`config.mk`:
```
export PLATFORM = sky130hd
export DESIGN_NAME = shaded_line_rasterizer_unit
export DESIGN_NICKNAME = d
export VERILOG_FILES = /design/src/sv/slr_pkg.sv /design/src/sv/slr_div.sv /design/src/sv/shaded_line_rasterizer_unit.sv
export SDC_FILE = /design/constraint.sdc
export NUM_CORES = 1
export LEC_CHECK = 0
export BUFFER_PORTS_ARGS = -buffer_cell sky130_fd_sc_hd__buf_2
export CAP_MARGIN = 20
export CORE_ASPECT_RATIO = 2
export CORE_MARGIN = 4
export CORE_UTILIZATION = 30
export CTS_CLUSTER_DIAMETER = 40
export DETAILED_ROUTE_END_ITERATION = 10
export PLACE_DENSITY = 0.41
export SLEW_MARGIN = 5
export SYNTH_ARGS = -nofsm -noshare
export SYNTH_HDL_FRONTEND = slang
export SYNTH_SLANG_ARGS = --single-unit
```
`constraint.sdc`:
```
create_clock -name clk -period 6.3 [get_ports clk]
set_input_delay 1.26 -clock clk [delete_from_list [all_inputs] [get_ports clk]]
set_output_delay 1.26 -clock clk [all_outputs]
set_load 0.03 [all_outputs]
```
`src/sv/slr_pkg.sv`:
```
// Shared constants, FSM state type and small color helpers for the shaded
// line rasterizer. No dependencies; imported by every module of the block.
`timescale 1ns / 1ps

package slr_pkg;

  localparam int COORD_BITS_DEF = 6;   // default coordinate width
  localparam int COLOR_BITS     = 8;   // one color channel
  localparam int DEPTH_BITS     = 6;   // signed endpoint depth
  localparam int GAIN_BITS      = 4;   // depth_gain register
  localparam int SHADE_BITS     = 10;  // color plus depth offset, signed
  localparam int QUO_BITS       = 8;   // quotient bits of one color division
  localparam int NUM_CH         = 3;   // red, green, blue

  localparam logic [GAIN_BITS-1:0] GAIN_RESET = 4'd5;

  // Sequencer states
  typedef enum logic [2:0] {
    S_IDLE,
    S_SETUP,
    S_MUL,
    S_START_OUT,
    S_STEP,
    S_DIV,
    S_PIX_OUT
  } state_t;

  // Offset added to an endpoint color: depth * gain for depth <= 0, else 0
  function automatic logic signed [SHADE_BITS-1:0] depth_offset(
      input logic signed [DEPTH_BITS-1:0] d,
      input logic [GAIN_BITS-1:0]         g);
    logic signed [SHADE_BITS:0] p;
    p = d * $signed({1'b0, g});
    if (d > 0) begin
      return '0;
    end
    return p[SHADE_BITS-1:0];
  endfunction

  // Clamp a shaded value to 0..255
  function automatic logic [COLOR_BITS-1:0] sat_color(
      input logic signed [SHADE_BITS-1:0] v);
    if (v < 0) begin
      return '0;
    end else if (v > $signed(SHADE_BITS'(255))) begin
      return '1;
    end
    return v[COLOR_BITS-1:0];
  endfunction

endpackage

```
`src/sv/slr_div.sv`:
```
// Restoring divider, one quotient bit per cycle, shared by the three color
// channels. Depends on slr_pkg (QUO_BITS). Quotient must fit in QUO_BITS.
`timescale 1ns / 1ps

module slr_div #(
  parameter int COORD_BITS = slr_pkg::COORD_BITS_DEF
) (
  input  logic                                     clk,
  input  logic                                     rst_n,
  input  logic                                     start,
  input  logic [COORD_BITS+slr_pkg::QUO_BITS-1:0]  dividend,
  input  logic [COORD_BITS-1:0]                    divisor,
  output logic                                     done,
  output logic [slr_pkg::QUO_BITS-1:0]             quotient
);
  import slr_pkg::*;

  localparam int DW = COORD_BITS + QUO_BITS;
  localparam int CW = $clog2(QUO_BITS);

  logic          busy_r;
  logic          done_r;
  logic [CW-1:0] cnt_r;
  logic [DW-1:0] rem_r;
  logic [DW-1:0] dsh_r;
  logic [QUO_BITS-1:0] q_r;

  logic          ge;
  assign ge = (rem_r >= dsh_r);

  // Control: busy while the quotient bits are produced, then a one-cycle done pulse
  always_ff @(posedge clk) begin
    if (!rst_n) begin
      busy_r <= 1'b0;
      done_r <= 1'b0;
      cnt_r  <= '0;
    end else begin
      done_r <= 1'b0;
      if (start) begin
        busy_r <= 1'b1;
        cnt_r  <= CW'(QUO_BITS - 1);
      end else if (busy_r) begin
        if (cnt_r == '0) begin
          busy_r <= 1'b0;
          done_r <= 1'b1;
        end else begin
          cnt_r <= cnt_r - CW'(1);
        end
      end
    end
  end

  // Datapath: trial subtract of the shifted divisor
  always_ff @(posedge clk) begin
    if (start) begin
      rem_r <= dividend;
      dsh_r <= DW'({divisor, {(QUO_BITS-1){1'b0}}});
      q_r   <= '0;
    end else if (busy_r) begin
      if (ge) begin
        rem_r <= rem_r - dsh_r;
      end
      q_r   <= {q_r[QUO_BITS-2:0], ge};
      dsh_r <= dsh_r >> 1;
    end
  end

  assign done     = done_r;
  assign quotient = q_r;

  a_start_idle: assert property (@(posedge clk) disable iff (!rst_n)
    start |-> !busy_r)
    else $error("divider started while busy");

  a_done_follows: assert property (@(posedge clk) disable iff (!rst_n)
    (busy_r && cnt_r == '0 && !start) |=> done_r)
    else $error("divider did not finish after last bit");

  a_done_alone: assert property (@(posedge clk) disable iff (!rst_n)
    done_r |-> !busy_r)
    else $error("divider done while still busy");

endmodule

```
`src/sv/shaded_line_rasterizer_unit.sv`:
```
// Top level of the shaded line rasterizer: sequencer, Bresenham walker,
// color accumulators and output register. Depends on slr_pkg and slr_div.
`timescale 1ns / 1ps

// Usage
//   in_*  : one line command per transaction (endpoints, depths, colors).
//   out_* : one pixel per transaction, out_tlast on the final pixel.
//   cfg_* : writes depth_gain (4 bits); always ready, write only when idle.
// Each command walks |dx| or |dy| steps along the fast axis. Setup comes
// after the accept (run lengths and shaded colors, then three multiplies of
// the run length by the start colors), and then the start pixel is loaded.
// Each further pixel takes one Bresenham step, three divisions on the one
// shared restoring divider (one quotient bit per cycle), and a pixel load.
// in_tready is high only between commands. A stalled receiver holds the
// pixel in the output register and the sequencer waits before loading the
// next one. Synchronous active-low reset returns to idle, empties the
// output register and sets depth_gain to 5.
module shaded_line_rasterizer_unit #(
  parameter int COORD_BITS = slr_pkg::COORD_BITS_DEF
) (
  input  logic clk,
  input  logic rst_n,
  // start_x, start_y, start_depth, end_x, end_y, end_depth,
  // start_red, start_green, start_blue, end_red, end_green, end_blue
  input  logic                                   in_tvalid,
  output logic                                   in_tready,
  input  logic [((4*COORD_BITS+67)/8)*8-1:0]     in_tdata,
  // depth_gain
  input  logic                                   cfg_valid,
  output logic                                   cfg_ready,
  input  logic [slr_pkg::GAIN_BITS-1:0]          cfg_data,
  // pixel_x, pixel_y, pixel_red, pixel_green, pixel_blue
  output logic                                   out_tvalid,
  input  logic                                   out_tready,
  output logic [((2*COORD_BITS+31)/8)*8-1:0]     out_tdata,
  output logic                                   out_tlast
);
  import slr_pkg::*;

  localparam int CB    = COORD_BITS;
  localparam int IN_W  = ((4*CB+67)/8)*8;
  localparam int OUT_W = ((2*CB+31)/8)*8;
  localparam int AW    = CB + SHADE_BITS;       // color accumulator
  localparam int DW    = CB + QUO_BITS;         // divider dividend
  localparam int OFF_SD = 2*CB;
  localparam int OFF_EX = 2*CB + DEPTH_BITS;
  localparam int OFF_EY = 3*CB + DEPTH_BITS;
  localparam int OFF_ED = 4*CB + DEPTH_BITS;
  localparam int OFF_SC = 4*CB + 2*DEPTH_BITS;
  localparam int OFF_EC = OFF_SC + NUM_CH*COLOR_BITS;
  localparam logic [1:0] CH_LAST = 2'(NUM_CH - 1);

  state_t state_r, state_nxt;

  logic [IN_W-1:0]      in_data_r;
  logic [GAIN_BITS-1:0] gain_r;

  logic [CB-1:0]        fast_r, slow_r, t_r, x_r, y_r;
  logic                 x_fast_r, xmv_r, xneg_r, ymv_r, yneg_r;
  logic signed [CB:0]   err_r;
  logic [1:0]           ch_r;
  logic                 pend_r;

  logic signed [SHADE_BITS-1:0] cs_r [NUM_CH];
  logic signed [SHADE_BITS-1:0] ce_r [NUM_CH];
  logic signed [AW-1:0]         acc_r [NUM_CH];
  logic [COLOR_BITS-1:0]        col_r [NUM_CH];

  // Output register
  logic                  out_valid_r, out_last_r;
  logic [CB-1:0]         out_x_r, out_y_r;
  logic [COLOR_BITS-1:0] out_col_r [NUM_CH];

  // Sequencer strobes
  logic slot_free, load_start, load_pix, div_start, last_step;

  // Divider
  logic                div_done;
  logic [QUO_BITS-1:0] div_q;

  // Command fields from the latched transaction
  logic [CB-1:0]                sx, sy, ex, ey;
  logic signed [DEPTH_BITS-1:0] sd, ed;
  logic signed [CB:0]           dx_s, dy_s;
  logic [CB-1:0]                adx, ady;
  logic                         x_fast_c;
  logic signed [SHADE_BITS-1:0] zs, ze;

  assign sx   = in_data_r[0 +: CB];
  assign sy   = in_data_r[CB +: CB];
  assign sd   = $signed(in_data_r[OFF_SD +: DEPTH_BITS]);
  assign ex   = in_data_r[OFF_EX +: CB];
  assign ey   = in_data_r[OFF_EY +: CB];
  assign ed   = $signed(in_data_r[OFF_ED +: DEPTH_BITS]);
  assign dx_s = $signed({1'b0, ex}) - $signed({1'b0, sx});
  assign dy_s = $signed({1'b0, ey}) - $signed({1'b0, sy});

  // Absolute run lengths; y wins a tie
  always_comb begin
    logic signed [CB:0] ax, ay;
    ax = (dx_s < 0) ? -dx_s : dx_s;
    ay = (dy_s < 0) ? -dy_s : dy_s;
    adx = ax[CB-1:0];
    ady = ay[CB-1:0];
  end
  assign x_fast_c = (adx > ady);
  assign zs = depth_offset(sd, gain_r);
  assign ze = depth_offset(ed, gain_r);

  // Bresenham step
  logic signed [CB:0] err_m, err_nxt;
  logic               diag, x_mv, y_mv;
  logic [CB-1:0]      x_nxt, y_nxt;

  assign err_m   = err_r - $signed({1'b0, slow_r});
  assign diag    = (err_m < 0);
  assign err_nxt = diag ? (err_m + $signed({1'b0, fast_r})) : err_m;
  assign x_mv    = xmv_r && (diag || x_fast_r);
  assign y_mv    = ymv_r && (diag || !x_fast_r);
  assign x_nxt   = x_mv ? (xneg_r ? x_r - CB'(1) : x_r + CB'(1)) : x_r;
  assign y_nxt   = y_mv ? (yneg_r ? y_r - CB'(1) : y_r + CB'(1)) : y_r;

  // Run length times start color, one channel per cycle
  logic signed [CB+SHADE_BITS:0] prod;
  assign prod = $signed({1'b0, fast_r}) * cs_r[ch_r];

  assign slot_free = !out_valid_r || out_tready;
  assign last_step = (t_r == fast_r - CB'(1));

  // Next state and strobes
  always_comb begin
    state_nxt  = state_r;
    in_tready  = 1'b0;
    load_start = 1'b0;
    load_pix   = 1'b0;
    div_start  = 1'b0;
    unique case (state_r)
      S_IDLE: begin
        in_tready = 1'b1;
        if (in_tvalid) begin
          state_nxt = S_SETUP;
        end
      end
      S_SETUP: begin
        state_nxt = S_MUL;
      end
      S_MUL: begin
        if (ch_r == CH_LAST) begin
          state_nxt = S_START_OUT;
        end
      end
      S_START_OUT: begin
        if (slot_free) begin
          load_start = 1'b1;
          state_nxt  = (fast_r == '0) ? S_IDLE : S_STEP;
        end
      end
      S_STEP: begin
        state_nxt = S_DIV;
      end
      S_DIV: begin
        div_start = !pend_r;
        if (div_done && ch_r == CH_LAST) begin
          state_nxt = S_PIX_OUT;
        end
      end
      S_PIX_OUT: begin
        if (slot_free) begin
          load_pix  = 1'b1;
          state_nxt = last_step ? S_IDLE : S_STEP;
        end
      end
      default: state_nxt = S_IDLE;
    endcase
  end

  always_ff @(posedge clk) begin
    if (!rst_n) begin
      state_r <= S_IDLE;
    end else begin
      state_r <= state_nxt;
    end
  end

  // Configuration register
  assign cfg_ready = 1'b1;
  always_ff @(posedge clk) begin
    if (!rst_n) begin
      gain_r <= GAIN_RESET;
    end else if (cfg_valid) begin
      gain_r <= cfg_data;
    end
  end

  // Channel counter and divider handshake
  always_ff @(posedge clk) begin
    if (!rst_n) begin
      ch_r   <= '0;
      pend_r <= 1'b0;
    end else begin
      unique case (state_r)
        S_MUL: begin
          ch_r <= (ch_r == CH_LAST) ? 2'd0 : ch_r + 2'd1;
        end
        S_DIV: begin
          if (div_start) begin
            pend_r <= 1'b1;
          end else if (div_done) begin
            pend_r <= 1'b0;
            ch_r   <= (ch_r == CH_LAST) ? 2'd0 : ch_r + 2'd1;
          end
        end
        default: ch_r <= '0;
      endcase
    end
  end

  // Line datapath
  always_ff @(posedge clk) begin
    if (state_r == S_IDLE && in_tvalid) begin
      in_data_r <= in_tdata;
    end
    if (state_r == S_SETUP) begin
      fast_r   <= x_fast_c ? adx : ady;
      slow_r   <= x_fast_c ? ady : adx;
      x_fast_r <= x_fast_c;
      xmv_r    <= (dx_s != 0);
      xneg_r   <= (dx_s < 0);
      ymv_r    <= (dy_s != 0);
      yneg_r   <= (dy_s < 0);
      err_r    <= $signed({1'b0, (x_fast_c ? adx : ady) >> 1});
      x_r      <= sx;
      y_r      <= sy;
      t_r      <= '0;
      for (int c = 0; c < NUM_CH; c++) begin
        cs_r[c] <= $signed({2'b00, in_data_r[OFF_SC + c*COLOR_BITS +: COLOR_BITS]}) + zs;
        ce_r[c] <= $signed({2'b00, in_data_r[OFF_EC + c*COLOR_BITS +: COLOR_BITS]}) + ze;
      end
    end
    if (state_r == S_MUL) begin
      acc_r[ch_r] <= $signed(prod[AW-1:0]);
    end
    if (state_r == S_STEP) begin
      err_r <= err_nxt;
      x_r   <= x_nxt;
      y_r   <= y_nxt;
    end
    if (state_r == S_DIV && div_done) begin
      col_r[ch_r] <= acc_r[ch_r][AW-1] ? '0 : div_q;
    end
    if (load_pix) begin
      t_r <= t_r + CB'(1);
      for (int c = 0; c < NUM_CH; c++) begin
        acc_r[c] <= acc_r[c] + AW'(ce_r[c] - cs_r[c]);
      end
    end
  end

  slr_div #(
    .COORD_BITS(COORD_BITS)
  ) u_div (
    .clk      (clk),
    .rst_n    (rst_n),
    .start    (div_start),
    .dividend (acc_r[ch_r][DW-1:0]),
    .divisor  (fast_r),
    .done     (div_done),
    .quotient (div_q)
  );

  // Output register
  always_ff @(posedge clk) begin
    if (!rst_n) begin
      out_valid_r <= 1'b0;
    end else if (load_start || load_pix) begin
      out_valid_r <= 1'b1;
    end else if (out_tready) begin
      out_valid_r <= 1'b0;
    end
  end

  always_ff @(posedge clk) begin
    if (load_start) begin
      out_x_r    <= x_r;
      out_y_r    <= y_r;
      out_last_r <= (fast_r == '0);
      for (int c = 0; c < NUM_CH; c++) begin
        out_col_r[c] <= sat_color(cs_r[c]);
      end
    end else if (load_pix) begin
      out_x_r    <= x_r;
      out_y_r    <= y_r;
      out_last_r <= last_step;
      for (int c = 0; c < NUM_CH; c++) begin
        out_col_r[c] <= col_r[c];
      end
    end
  end

  assign out_tvalid = out_valid_r;
  assign out_tlast  = out_last_r;
  assign out_tdata  = OUT_W'({out_col_r[2], out_col_r[1], out_col_r[0], out_y_r, out_x_r});

  a_last_to_idle: assert property (@(posedge clk) disable iff (!rst_n)
    (load_pix && last_step) |=> state_r == S_IDLE)
    else $error("sequencer kept running after the final pixel");

  a_done_in_div: assert property (@(posedge clk) disable iff (!rst_n)
    div_done |-> (state_r == S_DIV && pend_r))
    else $error("divider result outside a pending division");

  a_step_bound: assert property (@(posedge clk) disable iff (!rst_n)
    (state_r == S_STEP) |-> (t_r < fast_r))
    else $error("step index ran past the run length");

  a_no_overwrite: assert property (@(posedge clk) disable iff (!rst_n)
    (load_start || load_pix) |-> slot_free)
    else $error("output register overwritten while held");

endmodule
```
* Word-level counts from Yosys, hierarchy flattened
Memory sizes are Yosys's and may differ from the RTL's. A register that Yosys moved wholly into a read port is not among the register bits. Cells that the tools add are included.
Word-level totals: bits in registers 190, RAM bits 156, input port bits 97, output and inout bits 44, word-level logic and storage cells 237, memories 5
Memory list:
- acc_r | words 3, bits a word 16, read ports 4, clocked after memory_dff 1, write ports 3, RTL line shaded_line_rasterizer_unit.sv:66 | logic signed [AW-1:0] acc_r [NUM_CH];
- ce_r | words 3, bits a word 10, read ports 3, clocked after memory_dff 0, write ports 3, RTL line shaded_line_rasterizer_unit.sv:65 | logic signed [SHADE_BITS-1:0] ce_r [NUM_CH];
- cs_r | words 3, bits a word 10, read ports 4, clocked after memory_dff 1, write ports 3, RTL line shaded_line_rasterizer_unit.sv:64 | logic signed [SHADE_BITS-1:0] cs_r [NUM_CH];
- col_r | words 3, bits a word 8, read ports 3, clocked after memory_dff 0, write ports 1, RTL line shaded_line_rasterizer_unit.sv:67 | logic [COLOR_BITS-1:0] col_r [NUM_CH];
- out_col_r | words 3, bits a word 8, read ports 3, clocked after memory_dff 0, write ports 3, RTL line shaded_line_rasterizer_unit.sv:72 | logic [COLOR_BITS-1:0] out_col_r [NUM_CH];
Operators by class: $add $sub $neg 27, multiply operators 3, $lt $le $gt $ge 13, eq/ne operators 18, mux-type cells 106, bitwise operators 5, reduce and logical (&&, ||, !) cells 33
Operators by type and width (count):
- 8-bit two-way mux | 16
- 6-bit two-way mux | 18
- 32-bit nonzero test | 2
- 9-bit by 10-bit adder with 10-bit output | 6
- 16-bit by 11-bit adder with 16-bit output | 3
- 14-bit two-way mux | 3
- 10-bit two-way mux | 4
- 1-bit two-way mux | 39
- 10-bit by 10-bit subtractor with 11-bit output | 3
- 10-bit by 9-bit > comparator with 1-bit output (second input constant) | 3
- 10-bit by 1-bit < comparator with 1-bit output (second input constant) | 3
- 3-bit two-way mux | 10
- 13-bit two-way mux | 2
- 7-bit by 1-bit < comparator with 1-bit output (second input constant) | 3
- 7-bit two-way mux | 3
- 3-bit one-hot mux with 7 select lines | 1
- 6-bit by 5-bit multiplier with 10-bit output | 2
- 6-bit by 1-bit adder with 6-bit output (second input constant) | 3
- 2-bit != test (second input constant) | 9
- 6-bit by 1-bit subtractor with 6-bit output (second input constant) | 3
- 7-bit by 10-bit multiplier with 16-bit output | 1
- 16-bit two-way mux | 1
- 2-bit two-way mux | 8
- 16-bit OR reduction | 1
- 28 further kinds | 58

* Depth between registers and ports, before layout
word-level depth 8, depth in mapped cells 22, depth with buffers taken out 20

* By module
A second synthesis with hierarchy kept.
Second synthesis, totals: cells, all modules 2422, area total of the unflattened synthesis 25527.0 µm²
By module, submodules not included:
- shaded_line_rasterizer_unit | instances 1, cells each 2150, area each 23144.7 µm²
- slr_div | instances 1, cells each 272, area each 2382.3 µm²

* Least setup slack after synthesis
OpenSTA, ideal clock, no wires.
path type flip-flop to flip-flop, from reg (tool-made name), to mem acc_r[0][15] in the netlist's numbering, data pin, library setup time 0.261 ns, arrival 4.853 ns, required time 6.039 ns, slack 1.186 ns, cell stages (with the launch flop) 23, path buffers 2, period minus slack after synthesis 5.114 ns, cell sequence dfxtp_1 > buf_2 > buf_2 > mux2i_1 > nor2_1 > a21oi_1 > nor2_1 > fa_1 > inv_1 > fa_1 > inv_1 > fa_1 > inv_1 > fa_1 > inv_1 > ha_1 > o21ai_0 > nand2b_1 > a31oi_1 > o22ai_1 > xnor2_1 > nor2_1 > a21oi_1
RTL lines (RTL line):
- end: declaration | shaded_line_rasterizer_unit.sv:66

==> results.sh <==
export IMPL_run_status="complete, no violations"
export IMPL_cts_setup_buffers=0
export IMPL_worst_skew_pair_late_latency_ns=0.63
export IMPL_clk_transition_reported_paths_ns=0.06
export IMPL_post_synth_inst_count=2415
export IMPL_synthTopCellsByCount="sky130_fd_sc_hd__inv_1 (374), sky130_fd_sc_hd__edfxtp_1 (330), sky130_fd_sc_hd__ha_1 (221)"
export IMPL_grt_max_degree=73
export IMPL_dieHeight_um=421
export IMPL_number_of_instances_on_the_worst_hold_path=0
export IMPL_post_synthesis_share_of_cell_area_spent_on_and_or_nand_and_nor_gates_pct=10.9
export IMPL_dp_slack_ns=0.555
export IMPL_wire_length_of_the_first_global_routing_pass_um=110000
export IMPL_routed_via_density=4.73
export IMPL_remaining_drc_errors=0
export IMPL_drt_first_pass_iters=5
export IMPL_ctsRootBufferMaster="sky130_fd_sc_hd__clkbuf_16"
export IMPL_die_area_um2=90200
export IMPL_final_hold_viol_count=0
export IMPL_fin_crit_sh_pct=91.1
export IMPL_postCtsHoldBufs=0
export IMPL_fmaxAchievable_mhz=174
export IMPL_grt_use_total_pct=16.0
export IMPL_largest_family_of_logic_cells_by_synthesized_area="adder cells"
export IMPL_synth_compound_gate_area_share_pct=12.3
export IMPL_dr_total_vias=17500
export IMPL_worst_setup_path_start_kind="flip-flop"
export IMPL_reg2reg_depth=22
export IMPL_placement_rows=151
export IMPL_detail_route_wl_per_cell_um=19.5
export IMPL_synthesis_yosys_warnings=0
export IMPL_fp_coreArea_um2=84600
export IMPL_postLayoutSetupSlackWorst_ns=0.559
export IMPL_synth_mux_area_fraction_pct=3.03
export IMPL_placed_cells=3597
export IMPL_min_path_type="reg -> reg"
export IMPL_drt_total_wl_um=71900
export IMPL_grt_overflow=0
export IMPL_cts_buffer_depth=3
export IMPL_cts_resized=0
export IMPL_cts_made_buffers=49
export IMPL_numPortBuffers=131
export IMPL_synth_top_area_share_pct=38.8
export IMPL_cp_required_ns=6.64
export IMPL_final_net_count=3018
export IMPL_final_max_slew_viol_count=0
export IMPL_drive_above_1_share_pct=11.7
export IMPL_start_util_pct=30.2
export IMPL_layout_cells_non_filler=3690
export IMPL_postSynth_asyncResetShare_pct=0
export IMPL_floorplan_die_width_um=214
export IMPL_synth_cell_types=77
export IMPL_worst_setup_path_type="reg -> reg"
export IMPL_synth_most_common_cell="sky130_fd_sc_hd__inv_1"
export IMPL_holdPathEnd="out_x_r[4]$_DFFE_PP_"
export IMPL_hold_path_startpoint="x_r[4]$_DFFE_PP_"
export IMPL_detail_route_iter0_violations=668
export IMPL_post_synth_top_area_cell="sky130_fd_sc_hd__edfxtp_1"
export IMPL_antenna_violating_nets_post_route=0
export IMPL_htreeDepth=2
export IMPL_place_gp_congestion=0.858
export IMPL_layout_min_cycle_time_ns=5.74
export IMPL_flop_and_latch_count_out_of_synthesis=363
export IMPL_ys_seq_area_share_pct=41.4
export IMPL_place_hpwl_um=58800
export IMPL_count_of_flip_flops_with_a_built_in_enable_after_synthesis=330
export IMPL_rsz0062_at_grt="false"
export IMPL_worst_slew_pin_slew_ns=1.05
export IMPL_number_of_top_level_pins=141
export IMPL_setup_viol_count_final=0
export IMPL_initial_antenna_violation_count=2
export IMPL_timing_critical_path_to_type="flip-flop"
export IMPL_reg2reg_setup_slack_ns=0.56
export IMPL_cp_data_arrival_time_ns=6.08
export IMPL_synthTopCellsByArea="sky130_fd_sc_hd__edfxtp_1 (39%), sky130_fd_sc_hd__ha_1 (11%), sky130_fd_sc_hd__fa_1 (9.6%)"
export IMPL_grt_pass1_vias=19200
export IMPL_synth_xor_area_share_pct=5.35
export IMPL_max_slew_margin_rel_pct=30.0
export IMPL_dominantRegCellSynth="sky130_fd_sc_hd__edfxtp_1"
export IMPL_worst_path_max_fanout=6
export IMPL_tritoncts_num_sinks=363
export IMPL_post_synth_cell_area_avg_um2=10.6
export IMPL_timing_rr_end="acc_r[1][15]$_DFFE_PP_"
export IMPL_cts_tree="yes"
export IMPL_clock_skew_final_ns=0.0270
export IMPL_synth_area_in_adders_pct=20.5
export IMPL_hold_ws_ns=0.473
export IMPL_layout_area_overhead_vs_synth_pct=15.0
export IMPL_maxCapViolations=0
export IMPL_finalSetupTns_ns=0
export IMPL_post_synth_instance_area_um2=25500
state kept, by name, indices dropped and copies added (netlist names), 2 cells and up, named ones only:
signal	cells
acc_r	63
ce_r	30
ch_r	2
col_r	24
cs_r	30
err_r	7
fast_r	6
gain_r	4
in_data_r	84
out_col_r	24
out_x_r	6
out_y_r	6
slow_r	6
state_r	3
t_r	6
u_div.cnt_r	3
u_div.dsh_r	13
u_div.quotient	8
u_div.rem_r	14
x_r	6
y_r	6
cell families (layout without fill, tap and decap cells):
family / Yosys count / in the layout
simple gates: 571 / 571
compound gates: 484 / 484
buf+inv: 437 / 637
flops: 363 / 363
fa+ha+maj: 344 / 344
xor+xnor: 156 / 156
mux: 58 / 58
other cells: 2 / 6
metal layers:
layer	global-route usage (%)	wire length [µm]
met1	16.1	26000
met2	31.9	39600
met3	2.36	2460
met4	7.68	3840
met5	0	27
layout make-up:
cell class / count / area (µm²)
multi-input combinational: 1618 / 13300
clock buffer: 53 / 1240
timing repair buffer: 169 / 941
clock inverter: 39 / 518
sequential: 363 / 10600
antenna: 1 / 2.50
inverter: 376 / 1410
tap: 1071 / 1340
fill: 8617 / 55300
worst max path at each step:
stage | start | to | slack [ns] | cells past startpoint
floorplan | flip-flop | acc_r[0][15]$_DFFE_PP_ | 1.19 | 22
global placement | flip-flop | acc_r[0][13]$_DFFE_PP_ | 0.53 | 21
detailed placement | flip-flop | acc_r[1][15]$_DFFE_PP_ | 0.56 | 22
CTS | flip-flop | acc_r[1][15]$_DFFE_PP_ | 0.55 | 22
global route | flip-flop | acc_r[1][15]$_DFFE_PP_ | 0.23 | 22
finish | flip-flop | acc_r[1][15]$_DFFE_PP_ | 0.56 | 22
placed cells by master (no fill, tap or decap), types with 34 or more instances in the layout:
cell type	n
sky130_fd_sc_hd__fa_1	123
sky130_fd_sc_hd__edfxtp_1	330
sky130_fd_sc_hd__o21ai_0	109
sky130_fd_sc_hd__buf_4	38
sky130_fd_sc_hd__mux2i_1	39
sky130_fd_sc_hd__xor2_1	62
sky130_fd_sc_hd__nor2_1	163
sky130_fd_sc_hd__inv_1	373
sky130_fd_sc_hd__a21oi_1	116
sky130_fd_sc_hd__xnor2_1	94
sky130_fd_sc_hd__a21o_1	60
sky130_fd_sc_hd__and2_1	56
sky130_fd_sc_hd__buf_2	131
sky130_fd_sc_hd__o31ai_1	34
sky130_fd_sc_hd__clkbuf_16	49
sky130_fd_sc_hd__nand2_1	136
sky130_fd_sc_hd__nor3_1	40
sky130_fd_sc_hd__nor2b_1	78
sky130_fd_sc_hd__nand2b_1	35
sky130_fd_sc_hd__ha_1	221
critical path, stage by stage, from the launching register on:
cell and delay [ns]:
sky130_fd_sc_hd__dfxtp_1 0.58, sky130_fd_sc_hd__buf_4 0.26, sky130_fd_sc_hd__mux2i_1 0.19, sky130_fd_sc_hd__nor2_1 0.05, sky130_fd_sc_hd__a21oi_1 0.22, sky130_fd_sc_hd__nor2_1 0.10
sky130_fd_sc_hd__fa_1 0.56, sky130_fd_sc_hd__inv_1 0.06, sky130_fd_sc_hd__fa_1 0.53, sky130_fd_sc_hd__inv_1 0.05, sky130_fd_sc_hd__fa_1 0.47, sky130_fd_sc_hd__inv_1 0.05
sky130_fd_sc_hd__fa_1 0.47, sky130_fd_sc_hd__inv_1 0.05, sky130_fd_sc_hd__ha_1 0.22, sky130_fd_sc_hd__nor3_1 0.19, sky130_fd_sc_hd__o21ai_0 0.16, sky130_fd_sc_hd__a31oi_1 0.47
sky130_fd_sc_hd__o22ai_1 0.16, sky130_fd_sc_hd__xnor2_1 0.18, sky130_fd_sc_hd__buf_4 0.17, sky130_fd_sc_hd__nor2_1 0.23, sky130_fd_sc_hd__a21oi_1 0.07
metrics by stage:
step	instance area, µm²	utilization, %
after floorplan	25600	-
after global placement	27600	32.6
after detailed placement	27600	32.6
after CTS	29400	34.7
after global routing	29400	34.7
final	29400	34.7
Power is not shown: default switching activity piles up to over one toggle a cycle in this logic, so the estimate is an artifact.
